`src/hdl/tfs_pkg.sv`:
```
`timescale 1ns / 1ps
`default_nettype none
package tfs_pkg;

   localparam int ANGLE_FRAC_BITS = 6;
   localparam int QUEUE_LEN       = 6;

   localparam int SECTOR_UNITS = 60 << ANGLE_FRAC_BITS;
   localparam int SHIFT_UNITS  = 30 << ANGLE_FRAC_BITS;
   localparam int ANGLE_MAX    = QUEUE_LEN * SECTOR_UNITS - 1;

   localparam int ALPHA_W  = 16;
   localparam int PW_W     = 12;
   localparam int TICK_W   = 16;
   localparam int SRC_W    = 3;
   localparam int GATE_W   = 6;
   localparam int SECTOR_W = 3;

   localparam int ANGLE_W  = $clog2(QUEUE_LEN * SECTOR_UNITS);
   localparam int SUM_W    = (ANGLE_W + 1 > ALPHA_W + 1) ? ANGLE_W + 1 : ALPHA_W + 1;
   localparam int REM_W    = $clog2(SECTOR_UNITS);
   localparam int UNIT_W   = $clog2(2 * SECTOR_UNITS);
   localparam int PSUM_W   = ((REM_W > PW_W) ? REM_W : PW_W) + 1;
   localparam int ACC_W    = $clog2(4 * SECTOR_UNITS);
   localparam int QUOT_W   = TICK_W + 2;
   localparam int CNT_W    = $clog2(TICK_W);

   localparam int REQ_W = 48;
   localparam int RSP_W = 48;
   localparam int RSP_USED_W = GATE_W + 2 * TICK_W + 1 + SECTOR_W;

   localparam logic [GATE_W-1:0] G_AP = 6'h01;
   localparam logic [GATE_W-1:0] G_BP = 6'h02;
   localparam logic [GATE_W-1:0] G_CP = 6'h04;
   localparam logic [GATE_W-1:0] G_AM = 6'h08;
   localparam logic [GATE_W-1:0] G_BM = 6'h10;
   localparam logic [GATE_W-1:0] G_CM = 6'h20;

   typedef enum logic [1:0] {
      OP_SET_ANGLE = 2'd0,
      OP_SYNC      = 2'd1,
      OP_PULSE_ON  = 2'd2,
      OP_PULSE_OFF = 2'd3
   } opcode_type;

   typedef enum logic [0:0] {
      CSR_REVERSE_SEQUENCE = 1'b0,
      CSR_SEMISTOR_MODE    = 1'b1
   } csr_index_type;

   typedef enum logic [2:0] {
      ST_IDLE,
      ST_SECTOR,
      ST_START,
      ST_END,
      ST_DONE
   } state_type;

   typedef struct packed {
      logic              start;
      logic [UNIT_W-1:0] units;
      logic [TICK_W-1:0] ticks;
   } tick_ctrl_type;

   typedef struct packed {
      logic              done;
      logic [TICK_W-1:0] result;
   } tick_stat_type;

   typedef struct packed {
      logic                update;
      opcode_type          opcode;
      logic [SRC_W-1:0]    source;
      logic [SECTOR_W-1:0] sector;
      logic                carry;
      logic                reverse;
   } gate_ctrl_type;

   function automatic logic [SECTOR_W-1:0] sync_lookup(input logic rev,
                                                       input logic [SRC_W-1:0] src);
      logic [SECTOR_W-1:0] pos;
      pos = '0;
      unique case (src)
         3'd0: pos = 3'd0;
         3'd1: pos = 3'd3;
         3'd2: pos = rev ? 3'd4 : 3'd2;
         3'd3: pos = rev ? 3'd1 : 3'd5;
         3'd4: pos = rev ? 3'd2 : 3'd4;
         3'd5: pos = rev ? 3'd5 : 3'd1;
         default: pos = '0;
      endcase
      return pos;
   endfunction

   function automatic logic [GATE_W-1:0] fire_lookup(input logic rev,
                                                     input logic [SECTOR_W-1:0] idx);
      logic [GATE_W-1:0] pair;
      pair = '0;
      unique case (idx)
         3'd0: pair = rev ? (G_AP | G_CM) : (G_AP | G_BM);
         3'd1: pair = rev ? (G_AP | G_BM) : (G_AP | G_CM);
         3'd2: pair = rev ? (G_CP | G_BM) : (G_BP | G_CM);
         3'd3: pair = rev ? (G_CP | G_AM) : (G_BP | G_AM);
         3'd4: pair = rev ? (G_BP | G_AM) : (G_CP | G_AM);
         3'd5: pair = rev ? (G_BP | G_CM) : (G_CP | G_BM);
         default: pair = '0;
      endcase
      return pair;
   endfunction

endpackage
`default_nettype wire

```
`src/hdl/tfs_tick_unit.sv`:
```
`timescale 1ns / 1ps
`default_nettype none
module tfs_tick_unit (
   input  wire                         clock,
   input  wire                         reset,
   input  wire tfs_pkg::tick_ctrl_type ctrl,
   output tfs_pkg::tick_stat_type      stat
);
   import tfs_pkg::*;

   localparam logic [ACC_W-1:0] ACC_S1 = ACC_W'(SECTOR_UNITS);
   localparam logic [ACC_W-1:0] ACC_S2 = ACC_W'(2 * SECTOR_UNITS);
   localparam logic [ACC_W-1:0] ACC_S3 = ACC_W'(3 * SECTOR_UNITS);
   localparam logic [CNT_W-1:0] CNT_LAST = CNT_W'(TICK_W - 1);

   logic              busy_ff, busy_in;
   logic              done_ff, done_in;
   logic [CNT_W-1:0]  cnt_ff, cnt_in;
   logic [UNIT_W-1:0] units_ff, units_in;
   logic [TICK_W-1:0] shift_ff, shift_in;
   logic [REM_W-1:0]  rem_ff, rem_in;
   logic [QUOT_W-1:0] quot_ff, quot_in;

   logic [ACC_W-1:0]  acc;
   logic [ACC_W-1:0]  acc_sub;
   logic [1:0]        digit;

   always_comb begin
      acc = ACC_W'({rem_ff, 1'b0}) + (shift_ff[TICK_W-1] ? ACC_W'(units_ff) : '0);
      if (acc >= ACC_S3) begin
         digit   = 2'd3;
         acc_sub = acc - ACC_S3;
      end else if (acc >= ACC_S2) begin
         digit   = 2'd2;
         acc_sub = acc - ACC_S2;
      end else if (acc >= ACC_S1) begin
         digit   = 2'd1;
         acc_sub = acc - ACC_S1;
      end else begin
         digit   = 2'd0;
         acc_sub = acc;
      end
   end

   always_comb begin
      busy_in  = busy_ff;
      done_in  = 1'b0;
      cnt_in   = cnt_ff;
      units_in = units_ff;
      shift_in = shift_ff;
      rem_in   = rem_ff;
      quot_in  = quot_ff;
      if (ctrl.start) begin
         busy_in  = 1'b1;
         cnt_in   = '0;
         units_in = ctrl.units;
         shift_in = ctrl.ticks;
         rem_in   = '0;
         quot_in  = '0;
      end else if (busy_ff) begin
         shift_in = {shift_ff[TICK_W-2:0], 1'b0};
         rem_in   = acc_sub[REM_W-1:0];
         quot_in  = QUOT_W'({quot_ff, 1'b0}) + QUOT_W'(digit);
         cnt_in   = cnt_ff + 1'b1;
         if (cnt_ff == CNT_LAST) begin
            busy_in = 1'b0;
            done_in = 1'b1;
         end
      end
   end

   always_ff @(posedge clock) begin
      if (reset) begin
         busy_ff <= 1'b0;
         done_ff <= 1'b0;
         cnt_ff  <= '0;
      end else begin
         busy_ff <= busy_in;
         done_ff <= done_in;
         cnt_ff  <= cnt_in;
      end
      units_ff <= units_in;
      shift_ff <= shift_in;
      rem_ff   <= rem_in;
      quot_ff  <= quot_in;
   end

   assign stat.done   = done_ff;
   assign stat.result = (|quot_ff[QUOT_W-1:TICK_W]) ? '1 : quot_ff[TICK_W-1:0];

endmodule
`default_nettype wire

```
`src/hdl/tfs_gate_seq.sv`:
```
`timescale 1ns / 1ps
`default_nettype none
module tfs_gate_seq (
   input  wire                             clock,
   input  wire                             reset,
   input  wire tfs_pkg::gate_ctrl_type     ctrl,
   output logic [tfs_pkg::GATE_W-1:0]      gate_mask
);
   import tfs_pkg::*;

   localparam logic [SECTOR_W-1:0] QLEN = SECTOR_W'(QUEUE_LEN);

   logic [GATE_W-1:0]   expected_ff, expected_in;
   logic [GATE_W-1:0]   gate_ff, gate_in;
   logic [SECTOR_W-1:0] sec_mod;
   logic [SECTOR_W:0]   pos_sum;
   logic [SECTOR_W-1:0] idx;
   logic [SECTOR_W-1:0] idx_prev;

   always_comb begin
      sec_mod  = (ctrl.sector >= QLEN) ? ctrl.sector - QLEN : ctrl.sector;
      pos_sum  = {1'b0, sync_lookup(ctrl.reverse, ctrl.source)} + {1'b0, QLEN}
                 - {1'b0, sec_mod};
      idx      = (pos_sum >= {1'b0, QLEN}) ? SECTOR_W'(pos_sum - {1'b0, QLEN})
                                           : pos_sum[SECTOR_W-1:0];
      idx_prev = (idx == '0) ? QLEN - 1'b1 : idx - 1'b1;
   end

   always_comb begin
      expected_in = expected_ff;
      gate_in     = gate_ff;
      if (ctrl.update) begin
         unique case (ctrl.opcode)
            OP_SYNC: begin
               if (ctrl.source < SRC_W'(QUEUE_LEN)) begin
                  expected_in = fire_lookup(ctrl.reverse, idx);
                  gate_in     = ctrl.carry ? fire_lookup(ctrl.reverse, idx_prev) : '0;
               end
            end
            OP_PULSE_ON:  gate_in = expected_ff;
            OP_PULSE_OFF: gate_in = '0;
            default: ;
         endcase
      end
   end

   always_ff @(posedge clock) begin
      if (reset) begin
         expected_ff <= '0;
         gate_ff     <= '0;
      end else begin
         expected_ff <= expected_in;
         gate_ff     <= gate_in;
      end
   end

   assign gate_mask = gate_ff;

   a_gate_pair: assert property (@(posedge clock) disable iff (reset)
      ($countones(gate_ff) == 0) || ($countones(gate_ff) == 2))
      else $error("gate drive is not a single thyristor pair");
   a_expected_pair: assert property (@(posedge clock) disable iff (reset)
      ($countones(expected_ff) == 0) || ($countones(expected_ff) == 2))
      else $error("expected gates are not a single thyristor pair");

endmodule
`default_nettype wire

```
`src/hdl/six_pulse_thyristor_firing_sequencer_top.sv`:
```
`timescale 1ns / 1ps
`default_nettype none
// Six-pulse thyristor firing sequencer. Each request transfer carries one operation in
// req_tuser (set angle, sync event, pulse on, pulse off) and yields exactly one response
// with the gate drive and the latched timing state. Sync, pulse-on and pulse-off pass
// from the idle state to the done state and load the response there. For set angle the
// sector split subtracts one 60 degree sector per cycle, then one bit-serial
// multiply-divide unit runs 16 steps for the start tick count and again for the end
// tick count. One item is in work at a time; a finished response waits in the output
// register until it is taken, and the next request is accepted once that response
// has been loaded.
module six_pulse_thyristor_firing_sequencer_top (
   input  wire                          clock,
   input  wire                          reset,
   input  wire                          req_tvalid,
   output logic                         req_tready,
   // alpha[15:0], pulse_width[27:16], sector_ticks[43:28], sync_source[46:44]
   input  wire  [tfs_pkg::REQ_W-1:0]    req_tdata,
   // opcode[1:0]
   input  wire  [1:0]                   req_tuser,
   output logic                         rsp_tvalid,
   input  wire                          rsp_tready,
   // gate_mask[5:0], time_set[21:6], time_clear[37:22], carry_flag[38],
   // angle_sector[41:39]
   output logic [tfs_pkg::RSP_W-1:0]    rsp_tdata,
   input  wire                          csr_wen,
   input  wire                          csr_index,
   input  wire                          csr_wdata
);
   import tfs_pkg::*;

   localparam logic [ANGLE_W-1:0] ANGLE_S   = ANGLE_W'(SECTOR_UNITS);
   localparam logic [PSUM_W-1:0]  PSUM_S    = PSUM_W'(SECTOR_UNITS);
   localparam logic [SUM_W-1:0]   SUM_SHIFT = SUM_W'(SHIFT_UNITS);
   localparam logic [SUM_W-1:0]   SUM_MAX   = SUM_W'(ANGLE_MAX);

   state_type           state_ff, state_in;
   logic [ANGLE_W-1:0]  angle_ff, angle_in;
   logic [PW_W-1:0]     pw_ff, pw_in;
   logic [TICK_W-1:0]   ticks_ff, ticks_in;
   logic [SECTOR_W-1:0] sector_ff, sector_in;
   logic [TICK_W-1:0]   start_ticks_ff, start_ticks_in;
   logic [TICK_W-1:0]   end_ticks_ff, end_ticks_in;
   logic                carry_ff, carry_in;
   logic                rsp_valid_ff, rsp_valid_in;
   logic [RSP_W-1:0]    rsp_data_ff, rsp_data_in;
   logic                reverse_ff;
   logic                semistor_ff;

   opcode_type          req_opcode;
   logic [SUM_W-1:0]    shifted;
   logic [ANGLE_W-1:0]  clamped;
   logic [PSUM_W-1:0]   pulse_sum;
   logic                end_over;
   logic [UNIT_W-1:0]   end_units;
   logic [GATE_W-1:0]   gate_mask;

   tick_ctrl_type       tick_ctrl;
   tick_stat_type       tick_stat;
   gate_ctrl_type       gate_ctrl;

   tfs_tick_unit u_tick (
      .clock (clock),
      .reset (reset),
      .ctrl  (tick_ctrl),
      .stat  (tick_stat)
   );

   tfs_gate_seq u_gate (
      .clock     (clock),
      .reset     (reset),
      .ctrl      (gate_ctrl),
      .gate_mask (gate_mask)
   );

   assign req_opcode = opcode_type'(req_tuser);

   always_comb begin
      shifted = SUM_W'($signed(req_tdata[ALPHA_W-1:0]))
                + (semistor_ff ? '0 : SUM_SHIFT);
      if (shifted[SUM_W-1]) begin
         clamped = '0;
      end else if ($signed(shifted) > $signed(SUM_MAX)) begin
         clamped = ANGLE_W'(ANGLE_MAX);
      end else begin
         clamped = shifted[ANGLE_W-1:0];
      end
   end

   always_comb begin
      pulse_sum = PSUM_W'(angle_ff[REM_W-1:0]) + PSUM_W'(pw_ff);
      end_over  = pulse_sum > PSUM_S;
      end_units = end_over ? UNIT_W'(pulse_sum - PSUM_S) : UNIT_W'(pulse_sum);
   end

   always_comb begin
      state_in          = state_ff;
      angle_in          = angle_ff;
      pw_in             = pw_ff;
      ticks_in          = ticks_ff;
      sector_in         = sector_ff;
      start_ticks_in    = start_ticks_ff;
      end_ticks_in      = end_ticks_ff;
      carry_in          = carry_ff;
      rsp_valid_in      = rsp_valid_ff && !rsp_tready;
      rsp_data_in       = rsp_data_ff;
      req_tready        = 1'b0;
      gate_ctrl.update  = 1'b0;
      gate_ctrl.opcode  = req_opcode;
      gate_ctrl.source  = req_tdata[46:44];
      gate_ctrl.sector  = sector_ff;
      gate_ctrl.carry   = carry_ff;
      gate_ctrl.reverse = reverse_ff;
      tick_ctrl.start   = 1'b0;
      tick_ctrl.units   = '0;
      tick_ctrl.ticks   = ticks_ff;
      unique case (state_ff)
         ST_IDLE: begin
            req_tready = 1'b1;
            if (req_tvalid) begin
               if (req_opcode == OP_SET_ANGLE) begin
                  angle_in  = clamped;
                  pw_in     = req_tdata[27:16];
                  ticks_in  = req_tdata[43:28];
                  sector_in = '0;
                  state_in  = ST_SECTOR;
               end else begin
                  gate_ctrl.update = 1'b1;
                  state_in         = ST_DONE;
               end
            end
         end
         ST_SECTOR: begin
            if (angle_ff >= ANGLE_S) begin
               angle_in  = angle_ff - ANGLE_S;
               sector_in = sector_ff + 1'b1;
            end else begin
               tick_ctrl.start = 1'b1;
               tick_ctrl.units = UNIT_W'(angle_ff[REM_W-1:0]);
               state_in        = ST_START;
            end
         end
         ST_START: begin
            if (tick_stat.done) begin
               start_ticks_in  = tick_stat.result;
               carry_in        = end_over;
               tick_ctrl.start = 1'b1;
               tick_ctrl.units = end_units;
               state_in        = ST_END;
            end
         end
         ST_END: begin
            if (tick_stat.done) begin
               end_ticks_in = tick_stat.result;
               state_in     = ST_DONE;
            end
         end
         ST_DONE: begin
            if (!rsp_valid_ff || rsp_tready) begin
               rsp_valid_in = 1'b1;
               rsp_data_in  = {(RSP_W - RSP_USED_W)'(0), sector_ff, carry_ff,
                               end_ticks_ff, start_ticks_ff, gate_mask};
               state_in     = ST_IDLE;
            end
         end
         default: state_in = ST_IDLE;
      endcase
   end

   always_ff @(posedge clock) begin
      if (reset) begin
         state_ff       <= ST_IDLE;
         sector_ff      <= '0;
         start_ticks_ff <= '0;
         end_ticks_ff   <= '0;
         carry_ff       <= 1'b0;
         rsp_valid_ff   <= 1'b0;
         reverse_ff     <= 1'b0;
         semistor_ff    <= 1'b0;
      end else begin
         state_ff       <= state_in;
         sector_ff      <= sector_in;
         start_ticks_ff <= start_ticks_in;
         end_ticks_ff   <= end_ticks_in;
         carry_ff       <= carry_in;
         rsp_valid_ff   <= rsp_valid_in;
         if (csr_wen) begin
            unique case (csr_index_type'(csr_index))
               CSR_REVERSE_SEQUENCE: reverse_ff  <= csr_wdata;
               CSR_SEMISTOR_MODE:    semistor_ff <= csr_wdata;
               default: ;
            endcase
         end
      end
      angle_ff    <= angle_in;
      pw_ff       <= pw_in;
      ticks_ff    <= ticks_in;
      rsp_data_ff <= rsp_data_in;
   end

   assign rsp_tvalid = rsp_valid_ff;
   assign rsp_tdata  = rsp_data_ff;

   a_sector_range: assert property (@(posedge clock) disable iff (reset)
      sector_ff <= SECTOR_W'(QUEUE_LEN - 1))
      else $error("angle sector beyond the last sector");
   a_tick_done_owned: assert property (@(posedge clock) disable iff (reset)
      tick_stat.done |-> (state_ff == ST_START || state_ff == ST_END))
      else $error("tick result finished outside a set angle");
   a_rsp_loaded: assert property (@(posedge clock) disable iff (reset)
      (state_ff == ST_DONE && (!rsp_valid_ff || rsp_tready))
         |=> (rsp_valid_ff && state_ff == ST_IDLE))
      else $error("finished result not loaded into the output register");

endmodule
`default_nettype wire
```
`config.mk`:
```
export PLATFORM = sky130hd
export DESIGN_NAME = six_pulse_thyristor_firing_sequencer_top
export DESIGN_NICKNAME = d
export VERILOG_FILES = /design/src/hdl/tfs_pkg.sv /design/src/hdl/tfs_tick_unit.sv /design/src/hdl/tfs_gate_seq.sv /design/src/hdl/six_pulse_thyristor_firing_sequencer_top.sv
export SDC_FILE = /design/constraint.sdc
export NUM_CORES = 1
export LEC_CHECK = 0
export CORE_UTILIZATION = 58
export DETAILED_ROUTE_END_ITERATION = 12
export DONT_BUFFER_PORTS = 1
export GPL_TIMING_DRIVEN = 1
export PLACE_DENSITY = 0.81
export SLEW_MARGIN = 10
export SYNTH_ARGS = -nofsm -noshare
export SYNTH_HDL_FRONTEND = slang
export SYNTH_SLANG_ARGS = --single-unit
```
`constraint.sdc`:
```
create_clock -name clock -period 4.8 [get_ports clock]
set_input_delay 1.2 -clock clock [delete_from_list [all_inputs] [get_ports clock]]
set_output_delay 1.2 -clock clock [all_outputs]
set_load 0.02 [all_outputs]
```
==> PnR_summary.wiki <==
{| class="wikitable"
! Metric !! Value
|-
| Arrival time at the worst endpoint || 4.78 ns
|-
| Initial Util || 59.2%
|-
| Die area || 0.0181 mm2
|-
| Upper clock frequency limit || 221 MHz
|-
| TritonRoute pass-1 iters || 9
|-
| Area share of the largest cell type after synthesis || 33.5%
|-
| Gate count after technology mapping || 1,024
|-
| Violation count after the first detailed-routing iteration || 499
|-
| Number of endpoints failing setup at the final stage || 0
|-
| Maximum buffer depth of the clock tree || 3
|-
| Detailed-route via count || 7,360
|-
| Worst setup path class || reg2reg
|-
| Area leader, netlist || edfxtp_1
|-
| Total power density per cell area || 456 mW/mm2
|-
| Worst setup skew after layout || 0.0139 ns
|-
| Maximum resistive drop on vdd || 0.335 mV
|-
| Multi-input combinational cell area || 0.00473 mm2
|-
| Max cap viols || 0
|-
| Post-synthesis register bit count || 204
|-
| Instance area at placement || 0.0104 mm2
|-
| Post-synth EDFFs || 114
|-
| Startpoint type of the worst setup path || flop
|-
| Sequential cell area in the final layout || 0.00523 mm2
|-
| DRC violation count after routing || 0
|-
| Critical-path top delay cell || or4_4
|-
| Async S/R FF share, synth || 0%
|-
| Largest net degree at the start of global routing || 61
|-
| Leakage || 4.20 nW
|-
| Antenna Nets Post-Route || 0
|-
| Slew margin rel. || 21.0%
|-
| H-tree levels || 1
|-
| Hold violation count in the final report || 0
|-
| Transition time at the pin with the least slew margin || 1.18 ns
|-
| Delay of the slowest cell on the worst path || 0.53 ns
|-
| Number of port buffers || 0
|-
| Count of pins on the block boundary || 107
|-
| Area added between synthesis and finish || 9.73%
|-
| Total count of max-transition violations in the final report || 0
|-
| Fraction of the yosys area taken by sequential cells || 51.2%
|-
| Vertical die dimension || 135 um
|-
| Gp weighted congestion || 0.892
|-
| Post-Syn Area per Cell || 9.97 um2
|-
| Kind of path behind the tightest hold check || reg2reg
|-
| Highest fanout seen on the critical path || 5
|-
| Largest cells by area after synthesis || edfxtp_1 (34%), dfxtp_1 (18%), nor2_1 (6.0%), ha_1 (5.6%), nand2_1 (3.6%)
|-
| TritonCTS sink count || 204
|-
| Std cell rows || 48
|-
| TritonCTS clock tree || done
|-
| Area of the core || 0.0172 mm2
|-
| Master cell of the clock root buffer || clkbuf_16
|-
| Net total in the final layout || 1,129
|-
| Minimum period implied by the final worst setup slack || 4.52 ns
|-
| Fill cells || 1,289
|-
| Number of distinct library cells after synthesis || 79
|-
| Final clock period utilization by the worst path || 94.2%
|-
| Horizontal extent of the die || 135 um
|-
| Ordered cell list for the critical path || ha_1, fa_1, a21oi_1, o221ai_1, and3_1, o21ai_0, and2b_1, xnor2_1, and3_1, ha_1, nand2_1, or4_4, a2111oi_4, nor2_2, mux2_2, a22o_1
|-
| Routed via count divided by cell count || 5.83
|-
| Antenna Diode Count || 0
|-
| Global-route wire length before repair || 31.9 mm
|-
| Number of buffers inserted during clock tree synthesis || 22
|-
| Clock edge transition at the registers on the reported setup and hold paths || 0.06 ns
|-
| Fraction of final layout cells with drive strength greater than 1 || 8.39%
|-
| Post-layout instance area || 0.0112 mm2
|-
| Commonest register cell after synthesis || edfxtp_1
|-
| Total track usage || 21.4%
|-
| Routed len/inst || 15.5 um
|-
| Required time at the endpoint of the critical path || 5.06 ns
|-
| Outcome || finished, final reports clean
|-
| Total global routing overflow || 0
|-
| Number of hold-repair buffers added at the cts stage || 0
|-
| Post-detail-place hpwl || 13.3 mm
|-
| Post-synthesis instance area || 0.0102 mm2
|-
| Final Hold Slack || 0.430 ns
|-
| Worst skew pair latency || 0.51 ns
|-
| Via count of the first global-routing pass || 6,940
|-
| CP endpoint kind || flop
|-
| Number of antenna violations at the first check in global routing || 0
|-
| Synth Warn # || 0
|-
| Total wire length after detailed routing || 19.5 mm
|}
## timing repair
action / CTS / global route
pin swaps: 0 / 3
endpoints found under the setup margin: 2 / 7
resized for setup: 1 / 9
buffers inserted: 0 / 2
## worst paths after layout
| kind | from | endpoint | slack, ns | depth (start not counted) |
|---|---|---|---|---|
| min reg2reg | start_ticks_ff[12] | rsp_tdata[18] | 0.43 | 0 |
| max reg2reg | angle_ff[0] | u_tick.units_ff[8] | 0.28 | 16 |
| max | angle_ff[0] | u_tick.units_ff[8] | 0.28 | 16 |
| min | start_ticks_ff[12] | rsp_tdata[18] | 0.43 | 0 |
## cell type report
type | count | share of cell area [%]
Clock buffer | 28 | 5.20
Clock inverter | 11 | 1.27
Inverter | 29 | 0.972
Multi-Input combinational cell | 747 | 42.2
Sequential cell | 204 | 46.6
Tap cell | 225 | 2.51
Timing Repair Buffer | 18 | 1.21
## registers in the layout, summed over array words and instances, names as in the netlist, 3 cells and up
| register | cells |
|---|---|
| angle_ff | 15 |
| end_ticks_ff | 16 |
| pw_ff | 12 |
| rsp_tdata | 42 |
| sector_ff | 3 |
| start_ticks_ff | 16 |
| state_ff | 3 |
| ticks_ff | 16 |
| u_gate.expected_ff | 6 |
| u_gate.gate_mask | 6 |
| u_tick.cnt_ff | 4 |
| u_tick.quot_ff | 18 |
| u_tick.rem_ff | 12 |
| u_tick.shift_ff | 16 |
| u_tick.units_ff | 13 |
## worst max-delay path: cells and delay by family, from the launching register on
| kind | cells | cell delay, ns |
|---|---|---|
| adder cells (fa/ha/maj) | 3 | 0.89 |
| AO/OA/AOI/OAI | 5 | 1.25 |
| flip-flops | 1 | 0.44 |
| AND/OR/NAND/NOR | 6 | 1.28 |
| XOR/XNOR | 1 | 0.15 |
| multiplexers | 1 | 0.28 |
## per-stage QoR
step,utilization (%),power [W],setup TNS (ns),instances,setup slack [ns]
2_1_floorplan,-,0.00316,0,1029,0.245
3_3_place_gp,60.5,0.00339,0,1221,0.169
3_5_place_dp,60.5,0.00343,-0.0857,1221,-0.0491
4_1_cts,64.7,0.00510,0,1260,0.0418
5_1_grt,65.0,0.00536,-0.0222,1262,-0.0119
6_report,65.0,0.00511,0,1262,0.278
## routing by layer
layer	global-route usage [%]	wire length, um
met4	6.99	395
met5	0	0
met2	36.7	9640
met3	4.13	1030
met1	27.1	8450
## cells by family (layout without fill, tap and decap cells)
family                   Yosys count  count (layout)  synth area share, %
XOR/XNOR                          52              52                 4.53
adder cells (fa/ha/maj)           50              50                 6.42
buffers and inverters             78              86                 3.26
flip-flops                       204             204                 51.2
AO/OA/AOI/OAI                    197             197                 13.8
AND/OR/NAND/NOR                  426             426                 19.1
other                              1               6               0.0367
multiplexers                      16              16                 1.72
## cells in the final DEF, fill, tap and decap left out, types with 26 or more instances in the layout
cell type and n:
inv_1 26, xnor2_1 30, nor3_1 55, a21oi_1 40, dfxtp_1 89, edfxtp_1 114, a211oi_1 29, ha_1 46
o21ai_0 26, nand2_1 99, nor2_1 161
## where the power goes
part	total (W)	internal, W	switching [W]
Sequential	0.00223	0.00202	0.000208
Clock	0.00166	0.000980	0.000684
Combinational	0.00121	0.000540	0.000674
Total	0.00511	0.00354	0.00157
## synthesized netlist by cell type (all sizes together), types with 19 or more instances
master / count
inv: 27
clkbuf: 39
nand2: 99
a21oi: 42
dfxtp: 90
and2: 19
xor2: 21
nand3: 21
xnor2: 31
edfxtp: 114
nor2: 164
ha: 46
o21ai: 31
a211oi: 30
nor3: 57
Power figures use the tool's default switching activity.
